File: config.mk
export PLATFORM = sky130hd
export DESIGN_NAME = min_max_normalizer_core
export DESIGN_NICKNAME = d
export VERILOG_FILES = /design/src/rtl/mmn_pkg.sv /design/src/rtl/min_max_normalizer_core.sv /design/src/rtl/mmn_ram.sv /design/src/rtl/mmn_ctrl.sv /design/src/rtl/mmn_datapath.sv
export SDC_FILE = /design/constraint.sdc
export NUM_CORES = 1
export LEC_CHECK = 0
export BUFFER_PORTS_ARGS = -buffer_cell sky130_fd_sc_hd__buf_2
export CORE_AREA = 5 5 304 306
export DETAILED_ROUTE_END_ITERATION = 8
export DIE_AREA = 0 0 309 311
export PLACE_DENSITY = 0.73
export SETUP_SLACK_MARGIN = 0.4
export SLEW_MARGIN = 30
export SYNTH_ARGS = -nofsm -noshare
export SYNTH_HDL_FRONTEND = slang
export SYNTH_HIERARCHICAL = 1
export SYNTH_SLANG_ARGS = --single-unit
export TNS_END_PERCENT = 1
File: constraint.sdc
create_clock -name clk -period 4 [get_ports clk]
set_clock_uncertainty 0.2 [all_clocks]
set_input_delay 0.6 -clock clk [delete_from_list [all_inputs] [get_ports clk]]
set_output_delay 0.6 -clock clk [all_outputs]
set_load 0.01 [all_outputs]
File: src/rtl/mmn_pkg.sv
// Shared constants, types and command/status structs for the min-max normaliser.
`default_nettype none

package mmn_pkg;

  localparam int SET_DEPTH   = 64;
  localparam int SAMPLE_BITS = 16;
  localparam int ADDR_BITS   = $clog2(SET_DEPTH);
  localparam int COUNT_BITS  = $clog2(SET_DEPTH + 1);
  localparam int FRAC_BITS   = 15;
  localparam int QUOT_BITS   = FRAC_BITS + 1;
  localparam int STEP_BITS   = $clog2(QUOT_BITS);

  localparam logic signed [SAMPLE_BITS-1:0] SMP_MAX = {1'b0, {(SAMPLE_BITS-1){1'b1}}};
  localparam logic signed [SAMPLE_BITS-1:0] SMP_MIN = {1'b1, {(SAMPLE_BITS-1){1'b0}}};

  typedef enum logic [2:0] {
    ST_COLLECT,
    ST_FETCH,
    ST_LOAD,
    ST_DIVIDE,
    ST_HANDOFF
  } state_t;

  typedef struct packed {
    logic take;
    logic rd_en;
    logic div_load;
    logic div_step;
    logic div_first;
    logic out_load;
    logic set_clear;
  } ctrl_cmd_t;

  typedef struct packed {
    logic flat;
    logic last_elem;
    logic out_free;
  } dp_status_t;

endpackage

`default_nettype wire

File: src/rtl/min_max_normalizer_core.sv
// Min-max normaliser top level: sample collection and normalised result output.
// Samples are accepted one per cycle and written into a 64-entry store while the
// running minimum and maximum are tracked; samples beyond 64 in a set are dropped.
// A request marked last_sample starts output: each stored sample is read back and
// divided by a 16-step restoring divider, giving (sample - min) * 32768 / (max - min)
// truncated; each result passes through read, load, the 16 divide steps and hand-off.
// When all samples are equal every result is 0 with flat_error set and the divide
// steps are skipped. No samples are taken while a set is being output; the output
// register lets the next division proceed while a result waits for result_ready.
`default_nettype none

module min_max_normalizer_core
  import mmn_pkg::*;
(
  input  wire logic                          clk,
  input  wire logic                          rst,
  input  wire logic                          sample_valid,
  output logic                               sample_ready,
  input  wire logic signed [SAMPLE_BITS-1:0] sample,
  input  wire logic                          last_sample,
  output logic                               result_valid,
  input  wire logic                          result_ready,
  output logic             [QUOT_BITS-1:0]   scaled_value,
  output logic                               flat_error,
  output logic                               last_result
);

  ctrl_cmd_t  cmd;
  dp_status_t status;

  mmn_ctrl u_ctrl (
    .clk          (clk),
    .rst          (rst),
    .sample_valid (sample_valid),
    .last_sample  (last_sample),
    .sample_ready (sample_ready),
    .status       (status),
    .cmd          (cmd)
  );

  mmn_datapath u_datapath (
    .clk          (clk),
    .rst          (rst),
    .cmd          (cmd),
    .sample       (sample),
    .status       (status),
    .result_valid (result_valid),
    .result_ready (result_ready),
    .scaled_value (scaled_value),
    .flat_error   (flat_error),
    .last_result  (last_result)
  );

endmodule

`default_nettype wire

File: src/rtl/mmn_ram.sv
// Generic single-port-write, registered-read RAM.
`default_nettype none

module mmn_ram #(
  parameter int WIDTH = 16,
  parameter int DEPTH = 64
) (
  input  wire logic                     clk,
  input  wire logic                     wr_en,
  input  wire logic [$clog2(DEPTH)-1:0] wr_addr,
  input  wire logic [WIDTH-1:0]         wr_data,
  input  wire logic                     rd_en,
  input  wire logic [$clog2(DEPTH)-1:0] rd_addr,
  output logic      [WIDTH-1:0]         rd_data
);

  logic [WIDTH-1:0] mem [DEPTH];

  always_ff @(posedge clk) begin
    if (wr_en) begin
      mem[wr_addr] <= wr_data;
    end
    if (rd_en) begin
      rd_data <= mem[rd_addr];
    end
  end

endmodule

`default_nettype wire

File: src/rtl/mmn_ctrl.sv
// Sequencing state machine: collect, then fetch/divide/hand off each stored sample.
`default_nettype none

module mmn_ctrl
  import mmn_pkg::*;
(
  input  wire logic       clk,
  input  wire logic       rst,
  input  wire logic       sample_valid,
  input  wire logic       last_sample,
  output logic            sample_ready,
  input  wire dp_status_t status,
  output ctrl_cmd_t       cmd
);

  state_t               state;
  state_t               state_next;
  logic [STEP_BITS-1:0] step;
  logic [STEP_BITS-1:0] step_next;

  always_ff @(posedge clk) begin
    if (rst) begin
      state <= ST_COLLECT;
      step  <= '0;
    end else begin
      state <= state_next;
      step  <= step_next;
    end
  end

  always_comb begin
    state_next = state;
    step_next  = step;
    case (state)
      ST_COLLECT: begin
        if (sample_valid && last_sample) begin
          state_next = ST_FETCH;
        end
      end
      ST_FETCH: begin
        state_next = ST_LOAD;
      end
      ST_LOAD: begin
        step_next  = '0;
        state_next = status.flat ? ST_HANDOFF : ST_DIVIDE;
      end
      ST_DIVIDE: begin
        step_next = step + 1'b1;
        if (step == STEP_BITS'(QUOT_BITS - 1)) begin
          state_next = ST_HANDOFF;
        end
      end
      ST_HANDOFF: begin
        if (status.out_free) begin
          state_next = status.last_elem ? ST_COLLECT : ST_FETCH;
        end
      end
      default: begin
        state_next = ST_COLLECT;
      end
    endcase
  end

  always_comb begin
    cmd          = '0;
    sample_ready = 1'b0;
    case (state)
      ST_COLLECT: begin
        sample_ready = 1'b1;
        cmd.take     = sample_valid;
      end
      ST_FETCH: begin
        cmd.rd_en = 1'b1;
      end
      ST_LOAD: begin
        cmd.div_load = 1'b1;
      end
      ST_DIVIDE: begin
        cmd.div_step  = 1'b1;
        cmd.div_first = (step == '0);
      end
      ST_HANDOFF: begin
        if (status.out_free) begin
          cmd.out_load  = 1'b1;
          cmd.set_clear = status.last_elem;
        end
      end
      default: begin
        cmd = '0;
      end
    endcase
  end

endmodule

`default_nettype wire

File: src/rtl/mmn_datapath.sv
// Sample store, running min/max, restoring divider and output register.
`default_nettype none

module mmn_datapath
  import mmn_pkg::*;
(
  input  wire logic                          clk,
  input  wire logic                          rst,
  input  wire ctrl_cmd_t                     cmd,
  input  wire logic signed [SAMPLE_BITS-1:0] sample,
  output dp_status_t                         status,
  output logic                               result_valid,
  input  wire logic                          result_ready,
  output logic             [QUOT_BITS-1:0]   scaled_value,
  output logic                               flat_error,
  output logic                               last_result
);

  logic        [COUNT_BITS-1:0]  fill_count;
  logic signed [SAMPLE_BITS-1:0] run_min;
  logic signed [SAMPLE_BITS-1:0] run_max;
  logic        [ADDR_BITS-1:0]   idx;
  logic        [SAMPLE_BITS-1:0] rd_data;
  logic        [SAMPLE_BITS:0]   rem;
  logic        [SAMPLE_BITS-1:0] span;
  logic        [QUOT_BITS-1:0]   quot;

  logic                   store_en;
  logic                   flat;
  logic                   last_elem;
  logic [SAMPLE_BITS-1:0] span_c;
  logic [SAMPLE_BITS-1:0] diff_c;
  logic [SAMPLE_BITS:0]   trial;
  logic                   ge;

  assign store_en  = cmd.take && (fill_count < COUNT_BITS'(SET_DEPTH));
  assign flat      = (run_max <= run_min);
  assign span_c    = run_max - run_min;
  assign diff_c    = rd_data - run_min;
  assign last_elem = ((COUNT_BITS'(idx) + 1'b1) == fill_count);
  assign trial     = cmd.div_first ? rem : {rem[SAMPLE_BITS-1:0], 1'b0};
  assign ge        = (trial >= {1'b0, span});

  assign status.flat      = flat;
  assign status.last_elem = last_elem;
  assign status.out_free  = !result_valid || result_ready;

  mmn_ram #(
    .WIDTH (SAMPLE_BITS),
    .DEPTH (SET_DEPTH)
  ) u_store (
    .clk     (clk),
    .wr_en   (store_en),
    .wr_addr (fill_count[ADDR_BITS-1:0]),
    .wr_data (sample),
    .rd_en   (cmd.rd_en),
    .rd_addr (idx),
    .rd_data (rd_data)
  );

  always_ff @(posedge clk) begin
    if (rst) begin
      fill_count   <= '0;
      run_min      <= SMP_MAX;
      run_max      <= SMP_MIN;
      idx          <= '0;
      result_valid <= 1'b0;
    end else begin
      if (cmd.set_clear) begin
        fill_count <= '0;
        run_min    <= SMP_MAX;
        run_max    <= SMP_MIN;
        idx        <= '0;
      end else begin
        if (store_en) begin
          fill_count <= fill_count + 1'b1;
          if (sample < run_min) begin
            run_min <= sample;
          end
          if (sample > run_max) begin
            run_max <= sample;
          end
        end
        if (cmd.out_load) begin
          idx <= idx + 1'b1;
        end
      end
      if (cmd.out_load) begin
        result_valid <= 1'b1;
      end else if (result_ready) begin
        result_valid <= 1'b0;
      end
    end
  end

  // restoring division, quotient MSB first; first step has no shift
  always_ff @(posedge clk) begin
    if (cmd.div_load) begin
      rem  <= {1'b0, diff_c};
      span <= span_c;
      quot <= '0;
    end else if (cmd.div_step) begin
      rem  <= ge ? (trial - {1'b0, span}) : trial;
      quot <= {quot[QUOT_BITS-2:0], ge};
    end
    if (cmd.out_load) begin
      scaled_value <= flat ? '0 : quot;
      flat_error   <= flat;
      last_result  <= last_elem;
    end
  end

endmodule

`default_nettype wire

# == Word-level counts from Yosys, hierarchy flattened ==
# Memory sizes are Yosys's and may differ from the RTL's. A register that Yosys moved wholly into a read port is not among the register bits.
# Index checks and enable logic that the tools add are counted.
# word_totals
ramBits,1024
regBits,120
in_bits,21
n_memories,1
# op_classes
n_eq_ne,9
n_addsub,7
n_mux,22
reduce_logical,13
n_lt_le_gt_ge,5
# mem_list
memory,depth,width,read_ports,rd_clocked_by_memory_dff,wr,line_no,text
u_datapath.u_store.mem,64,16,1,1,1,mmn_ram.sv:17,logic [WIDTH-1:0] mem [DEPTH];
# ops
cell,n
17-bit two-way mux,2
16-bit two-way mux,2
16-bit subtractor,2
17-bit by 16-bit greater-or-equal comparator with 1-bit output,1
17-bit by 16-bit subtractor with 17-bit output,1
16-bit > comparator,1
16-bit less-or-equal comparator,1
16-bit less-than comparator,1
3-bit case mux with 5 select lines,1
3-bit two-way mux,4
1-bit two-way mux,9
4-bit case mux with 2 select lines,1
"6-bit by 1-bit adder with 7-bit output, second input constant",1
"7-bit by 1-bit adder with 7-bit output, second input constant",1
7-bit == test,1
"7-bit less-than comparator, second input constant",1
"6-bit by 1-bit adder with 6-bit output, second input constant",1
"3-bit by 2-bit == test with 1-bit output, second input constant",2
2-bit two-way mux,3
2-bit nonzero test,3
"4-bit by 1-bit adder with 4-bit output, second input constant",1
"4-bit == test, second input constant",1
4-bit zero test,1
"2-bit by 1-bit != test with 1-bit output, second input constant",2
10 further kinds,12

# == Depth between registers and ports, before layout ==
# Gate-level depths: netlist of the first run.
# depth
word_depth,7
depth_mapped,17
ltp_nobuf,14

# == Hierarchy ==
# The synthesis of the first run kept the hierarchy.
# by_module_without_submodules
module,seq_area_each_um2,instances,cells_per_inst,area_each_um2
mmn_ram,31230.0,1,1829,40202.3
mmn_datapath,2762.6,1,872,7920.1
mmn_ctrl,140.1,1,58,452.9

# == Worst setup path before layout of the first run ==
# No wires, ideal clock.
# synth_path
path_type,register to register
start,register u_ctrl.state[0]
end,register u_datapath.rem[16]
path_stages_with_launch,15
n_path_buf,3
t_required_ns,3.709
arrival_ns,3.685
setup_slack_ns,0.024
setup_time_ns,0.091
period_less_slack_ns,3.976
path_cell_list,dfxtp_1 buf_4 nand3b_1 nor4b_1 buf_2 buf_1 mux2_2 fa_1 a211oi_2 o21bai_1 a21o_1 a221oi_2 o21ai_1 or3_1 a311oi_1
# synth_rtl
item,line_no,text
start: declaration,mmn_ctrl.sv:16,state_t state;
start signal: assignment,mmn_ctrl.sv:26,state <= state_next;
end signal: assignment,mmn_datapath.sv:99,"rem <= {1'b0, diff_c};"
end signal: assignment,mmn_datapath.sv:103,"rem <= ge ? (trial - {1'b0, span}) : trial;"
end: declaration,mmn_datapath.sv:24,logic [SAMPLE_BITS:0] rem;

==> metrics.cfg, run 1 <==
[worst_setup_path]
slowest_stage=fa_2
endpoint_kind=register
critPathMaxFanout=7
start_kind=register
critPathKind=register to register
crit_family=compound AO/OA/AOI/OAI gates
slowest_delay_ns=0.36
arrival_ns=4.17
worstPathCellList=nand3b_1 -> nor4b_4 -> buf_4 -> buf_12 -> mux2_4 -> fa_2 -> a211oi_2 -> o21bai_1 -> a21o_1 -> a221oi_4 -> o21ai_2 -> or3_4 -> a311oi_2
critical_path_buf_inv_count=2
critPathRequiredTime_ns=4.38

[power_and_ir_drop]
max-vdd-ir-drop_v=0.000324
p_leak_uw=0.0180
powerDensity_nw_per_um2=469
p_total_uw=25700

[clock_network]
root_buffer=clkbuf_16
cts_sinks=1160
htreeDepth=3
cts_tree=built
clock_latency_ns=0.68
cts_hold_buffers=0
cts_buffers=112
path_clk_slew_ns=0.06
clk_path_buf_depth=3

[run]
maxCapViolations=0

[cells_and_area]
mostFrequentLayoutCells=1,090 x edfxtp_1, 220 x mux4_2, 173 x buf_4
fillers=6172
areaGrowthSynthToFinish_pct=12.9
drive_gt1_share_pct=23.3
antenna_cells=0
final_nets=3063
final_common_cell=edfxtp_1

[timing]
final.setup.tns_ns=0
finalHoldViolCount=0
rsz0062_at_grt=yes
relSlewSlack_pct=43.0
maxSlewViolCount=0
fin_hold_ws_ns=0.0591
worstMarginPinSlew_ns=0.855
setup_viol=0
period_needed_ns=3.79
timing.final.crit_share_pct=94.7
fmax_ghz=0.264

[routing]
vias=26801
wirelength_um=119000
vias_per_cell=6.34
drt_pre_antenna_iters=6
drtAntennaViolNets=0
drc_errors=0
avgRoutedWirePerCell_um=28.0
drt_iter0_markers=3412

[synthesis]
synthFlopType=edfxtp_1
synth-async-reset-ratio_pct=0
syn_avg_cell_area_um2=17.6
synth_cells=2759
syn_area_um2=48600
ys_types=80
synth-seq-area-share_pct=70.3
synth-edff-count=1090
yosys_warnings=6
ys_ff_latch=1160
syn_nets=2865

[global_routing]
overflow=0
grt_start_max_net_pins=68
antenna_found_initial=5
track_usage_pct=24.5
grt_pass1_wl_um=175000
grt_pass1_vias=26386

[placement]
port_buffers=40
hpwl_um=75100
gp_congestion=0.910

[floorplan]
fp.coreArea_um2=89300
dieWidth_um=309
ioPinCount=41
die_height_um=311
initial_core_util_pct=54.4
rows=110
die_area_um2=96100

[outcome]
status=finished clean

[worst_hold_path]
hold_path.class=input port to register

## cells by family (layout without fill, tap and decap cells)
group | after synthesis | after routing | synth area share [%]
AO/OA/AOI/OAI | 309 | 309 | 4.36
multiplexers | 422 | 422 | 14.6
buffers and inverters | 209 | 504 | 2.40
XOR/XNOR | 50 | 50 | 0.902
adder cells (fa/ha/maj) | 85 | 85 | 2.24
AND/OR/NAND/NOR | 524 | 524 | 5.20
flip-flops | 1160 | 1160 | 70.3
## flip-flops by register name, indices dropped and copies added, names as in the netlist
register                    cells
u_datapath/fill_count           7
u_datapath/last_result          1
u_datapath/scaled_value        16
u_ctrl/state                    3
u_datapath/span                16
u_datapath/run_max             16
u_datapath/u_store/rd_data     16
u_datapath/flat_error           1
u_ctrl/step                     4
u_datapath/u_store/mem       1024
u_datapath/rem                 17
u_datapath/result_valid         1
u_datapath/run_min             16
u_datapath/quot                16
u_datapath/idx                  6
## timing repair
action	CTS	global route
buffers inserted	10	2
pin swaps	12	12
gates resized for setup	18	15
endpoints found under the setup margin	17	37
gates cloned	1	0
## metal layers
layer	part of all wire, %	track usage (%)	up-vias
li1	-	-	11399
met2	48	38.3	1374
met5	0.024	0	-
met4	3.8	8.00	4
met3	8.9	4.75	260
met1	40	35.2	13764
## cell usage after synthesis, types with 8 or more instances
| cell type | number | area [um2] |
|---|---|---|
| mux4_2 | 220 | 4950 |
| a21o_1 | 28 | 210 |
| a221oi_1 | 18 | 158 |
| o21a_1 | 8 | 60.1 |
| nor2_1 | 172 | 646 |
| a31oi_1 | 17 | 106 |
| xor2_1 | 18 | 158 |
| o21ai_0 | 26 | 130 |
| nand4_1 | 30 | 188 |
| a211o_1 | 9 | 78.8 |
| and2_1 | 21 | 131 |
| o21ai_1 | 16 | 80.1 |
| clkbuf_1 | 47 | 176 |
| nand3_1 | 44 | 220 |
| a22oi_1 | 43 | 323 |
| nor2b_1 | 45 | 282 |
| buf_6 | 19 | 214 |
| edfxtp_1 | 1090 | 32700 |
| nand2b_1 | 17 | 106 |
| inv_1 | 69 | 259 |
| buf_2 | 40 | 200 |
| a311oi_1 | 10 | 87.6 |
| nor3_1 | 11 | 55.1 |
| mux2i_1 | 152 | 1520 |
| mux2_2 | 44 | 495 |
| ha_1 | 82 | 1030 |
| dfxtp_1 | 70 | 1400 |
| xnor2_1 | 32 | 280 |
| a21oi_1 | 75 | 375 |
| a211oi_1 | 12 | 90.1 |
| buf_4 | 18 | 135 |
| nand2_1 | 133 | 499 |
## power breakdown
part / switching, uW / internal (uW)
clock: 4470 / 6040
sequential: 85.2 / 13400
combinational: 1060 / 620
## cell type report
cell class                 instances  area (um2)  area share, %
multi-input combinational       1390       13500           24.7
timing repair buffer             224        1720           3.14
tap                             1176        1470           2.68
clock inverter                    76         641           1.17
sequential                      1160       34100           62.3
inverter                          69         259          0.472
clock buffer                     135        3070           5.59
## path summary, 6_finish.rpt
kind,from,endpoint,slack [ns],depth (start not counted)
worst min register to register,u_datapath/run_max[1]$_SDFFE_PP0P_,u_datapath/run_max[1]$_SDFFE_PP0P_,0.29,2
worst max register to register,u_ctrl/state[2]$_SDFFE_PP0P_,u_datapath/rem[16]$_SDFFE_PP0P_,0.21,13
worst min-delay path,rst,u_ctrl/state[1]$_SDFFE_PP0P_,0.06,2
worst max-delay path,u_ctrl/state[2]$_SDFFE_PP0P_,u_datapath/rem[16]$_SDFFE_PP0P_,0.21,13
## per-stage QoR
stage / instance area (um2) / instances / util, % / setup slack (ns)
finish: 54800 / 4230 / 61.4 / 0.214
global route: 54800 / 4230 / 61.4 / 0.123
CTS: 54700 / 4228 / 61.3 / 0.243
detailed placement: 50800 / 4006 / 56.9 / 0.0901
global placement: 50800 / 4006 / 56.9 / 0.105
floorplan: 48600 / 2759 / - / 0.371
Note: power is estimated with default switching activity, not from simulation.
==> inputs of run 2 (changes only) <==
Settings changed: MAX_ROUTING_LAYER set to met4, PLACE_DENSITY 0.73 to 0.7.
==> run 2 against run 1 <==
  * Count of clock-buffer cells in the layout increased by 6
  * Routed wire length decreased by 0.91%
  * Maximum frequency increased by 4.1%
  * Global-route usage increased by 0.59 points
  * Sequential cell count unchanged
  * Non-clock buffer count decreased by 6
  * Hold slack got worse by 0.0027 ns
  * Final area decreased by 0.26%
  * Critical path type unchanged
==> metrics.cfg, run 2 (synthesis gave the netlist of run 1 again) <==
[global_routing]
track_usage_pct=25.0
grt_start_max_net_pins=68
grt_pass1_wl_um=173000
overflow=0
grt_pass1_vias=25917
antenna_found_initial=6

[power_and_ir_drop]
powerDensity_nw_per_um2=464
p_leak_uw=0.0179
max-vdd-ir-drop_v=0.000397
p_total_uw=25400

[timing]
timing.final.crit_share_pct=90.9
finalHoldViolCount=0
worstMarginPinSlew_ns=0.859
fmax_ghz=0.275
setup_viol=0
fin_hold_ws_ns=0.0565
rsz0062_at_grt=yes
relSlewSlack_pct=42.7
maxSlewViolCount=0
final.setup.tns_ns=0
period_needed_ns=3.64
postLayoutSetupSlackWorst_ns=0.362

[floorplan]
dieWidth_um=309
initial_core_util_pct=54.4
die_area_um2=96100
die_height_um=311
ioPinCount=41
rows=110
fp.coreArea_um2=89300

[placement]
dpl_cell_area_um2=50800
place_ws_ns=0.0806
gp_congestion=0.924
hpwl_um=74700
port_buffers=40

[routing]
vias=26244
drt_iter0_markers=3152
drc_errors=0
drt_pre_antenna_iters=5
drtAntennaViolNets=0
wirelength_um=117000
avgRoutedWirePerCell_um=27.8
vias_per_cell=6.20

[clock_network]
clock_latency_ns=0.69
cts_sinks=1160
cts_tree=built
root_buffer=clkbuf_16
clk_path_buf_depth=3
htreeDepth=3
path_clk_slew_ns=0.06
cts_buffers=112

[worst_setup_path]
crit_family=simple AND/OR/NAND/NOR gates
endpoint_kind=register
start_kind=register
critPathRequiredTime_ns=4.40
critPathMaxFanout=45
crit_path_frequent_cell=buf_4
worstPathCellList=buf_12 -> ha_1 -> nand4_1 -> xor2_1 -> a31oi_1 -> nor4_1 -> buf_4 -> and2_1 -> or2_2 -> buf_4 -> nor2_1 -> mux2i_1
r2r_slack_ns=0.36
slowest_stage=dfxtp_4
slowest_delay_ns=0.57
critical_path_buf_inv_count=3
critPathKind=register to register
arrival_ns=4.04

[cells_and_area]
areaGrowthSynthToFinish_pct=12.6
regMostFlops=u_datapath/u_store/mem
reg.largest.list=u_datapath/u_store/mem: 1024 flops, u_datapath/rem: 17 flops
fin_area_um2=54700
largest_reg_flops=1024
final_common_cell=edfxtp_1
drive_gt1_share_pct=22.8
final_nets=3057
mostFrequentLayoutCells=1,090 x edfxtp_1, 220 x mux4_2, 167 x nor2_1

[outcome]
status=finished clean

[run]
maxCapViolations=0

[worst_hold_path]
hold_path.class=input port to register

==> run 2: changes by cell type in the layout (fill, tap and decap cells not counted), sizes merged <==
cell / before / now
buf: 223 / 218
clkbuf: 135 / 141
diode: 0 / 5
clkinvlp: 12 / 5
clkinv: 50 / 53
bufinv: 9 / 8
bufbuf: 1 / 0
==> run 2: layer usage <==
metal | share of wire, % | track usage [%]
met2 | 48 | 38.8
met5 | 0 | -
met4 | 3.3 | 6.93
met3 | 7.3 | 4.15
met1 | 41 | 35.1
==> run 2: what timing repair did <==
action                                  in CTS  in global routing
cloned                                       1                  0
pin swaps                                   11                 13
resized for setup                           19                 19
setup buffers                               13                  3
endpoints found under the setup margin      18                 38
hold buffers                                 0                  0
==> run 2: where the power goes <==
part	switching [uW]	leakage (uW)	internal, uW
logic	1060	0.00575	620
clock network	4410	0.00173	5760
registers	81.5	0.0104	13400
total	5560	0.0179	19800
==> run 2: final cells by class <==
| cell class | count | area [um2] |
|---|---|---|
| diodes | 5 | 12.5 |
| clock buffers | 141 | 2960 |
| clock inverters | 71 | 587 |
| fillers | 6324 | 34600 |
| inverters | 69 | 259 |
| multi-input cells | 1390 | 13500 |
| flip-flops and latches | 1160 | 34100 |
| well taps | 1176 | 1470 |
| repair buffers | 218 | 1720 |
==> run 2: path summary, 6_finish.rpt <==
check                                      from                                  to  cells after the start
max              u_datapath/idx[0]$_SDFFE_PP0P_  u_datapath/run_min[0]$_SDFFE_PP1P_                     12
min                                         rst         u_ctrl/step[0]$_SDFFE_PP0P_                      2
max reg2reg      u_datapath/idx[0]$_SDFFE_PP0P_  u_datapath/run_min[0]$_SDFFE_PP1P_                     12
min reg2reg  u_datapath/run_max[1]$_SDFFE_PP0P_  u_datapath/run_max[1]$_SDFFE_PP0P_                      2
==> run 2: through the flow <==
step / cells / util (%)
after floorplan: 2759 / -
after global placement: 3996 / 56.9
after detailed placement: 3996 / 56.9
after CTS: 4222 / 61.1
after global routing: 4228 / 61.2
final: 4230 / 61.2
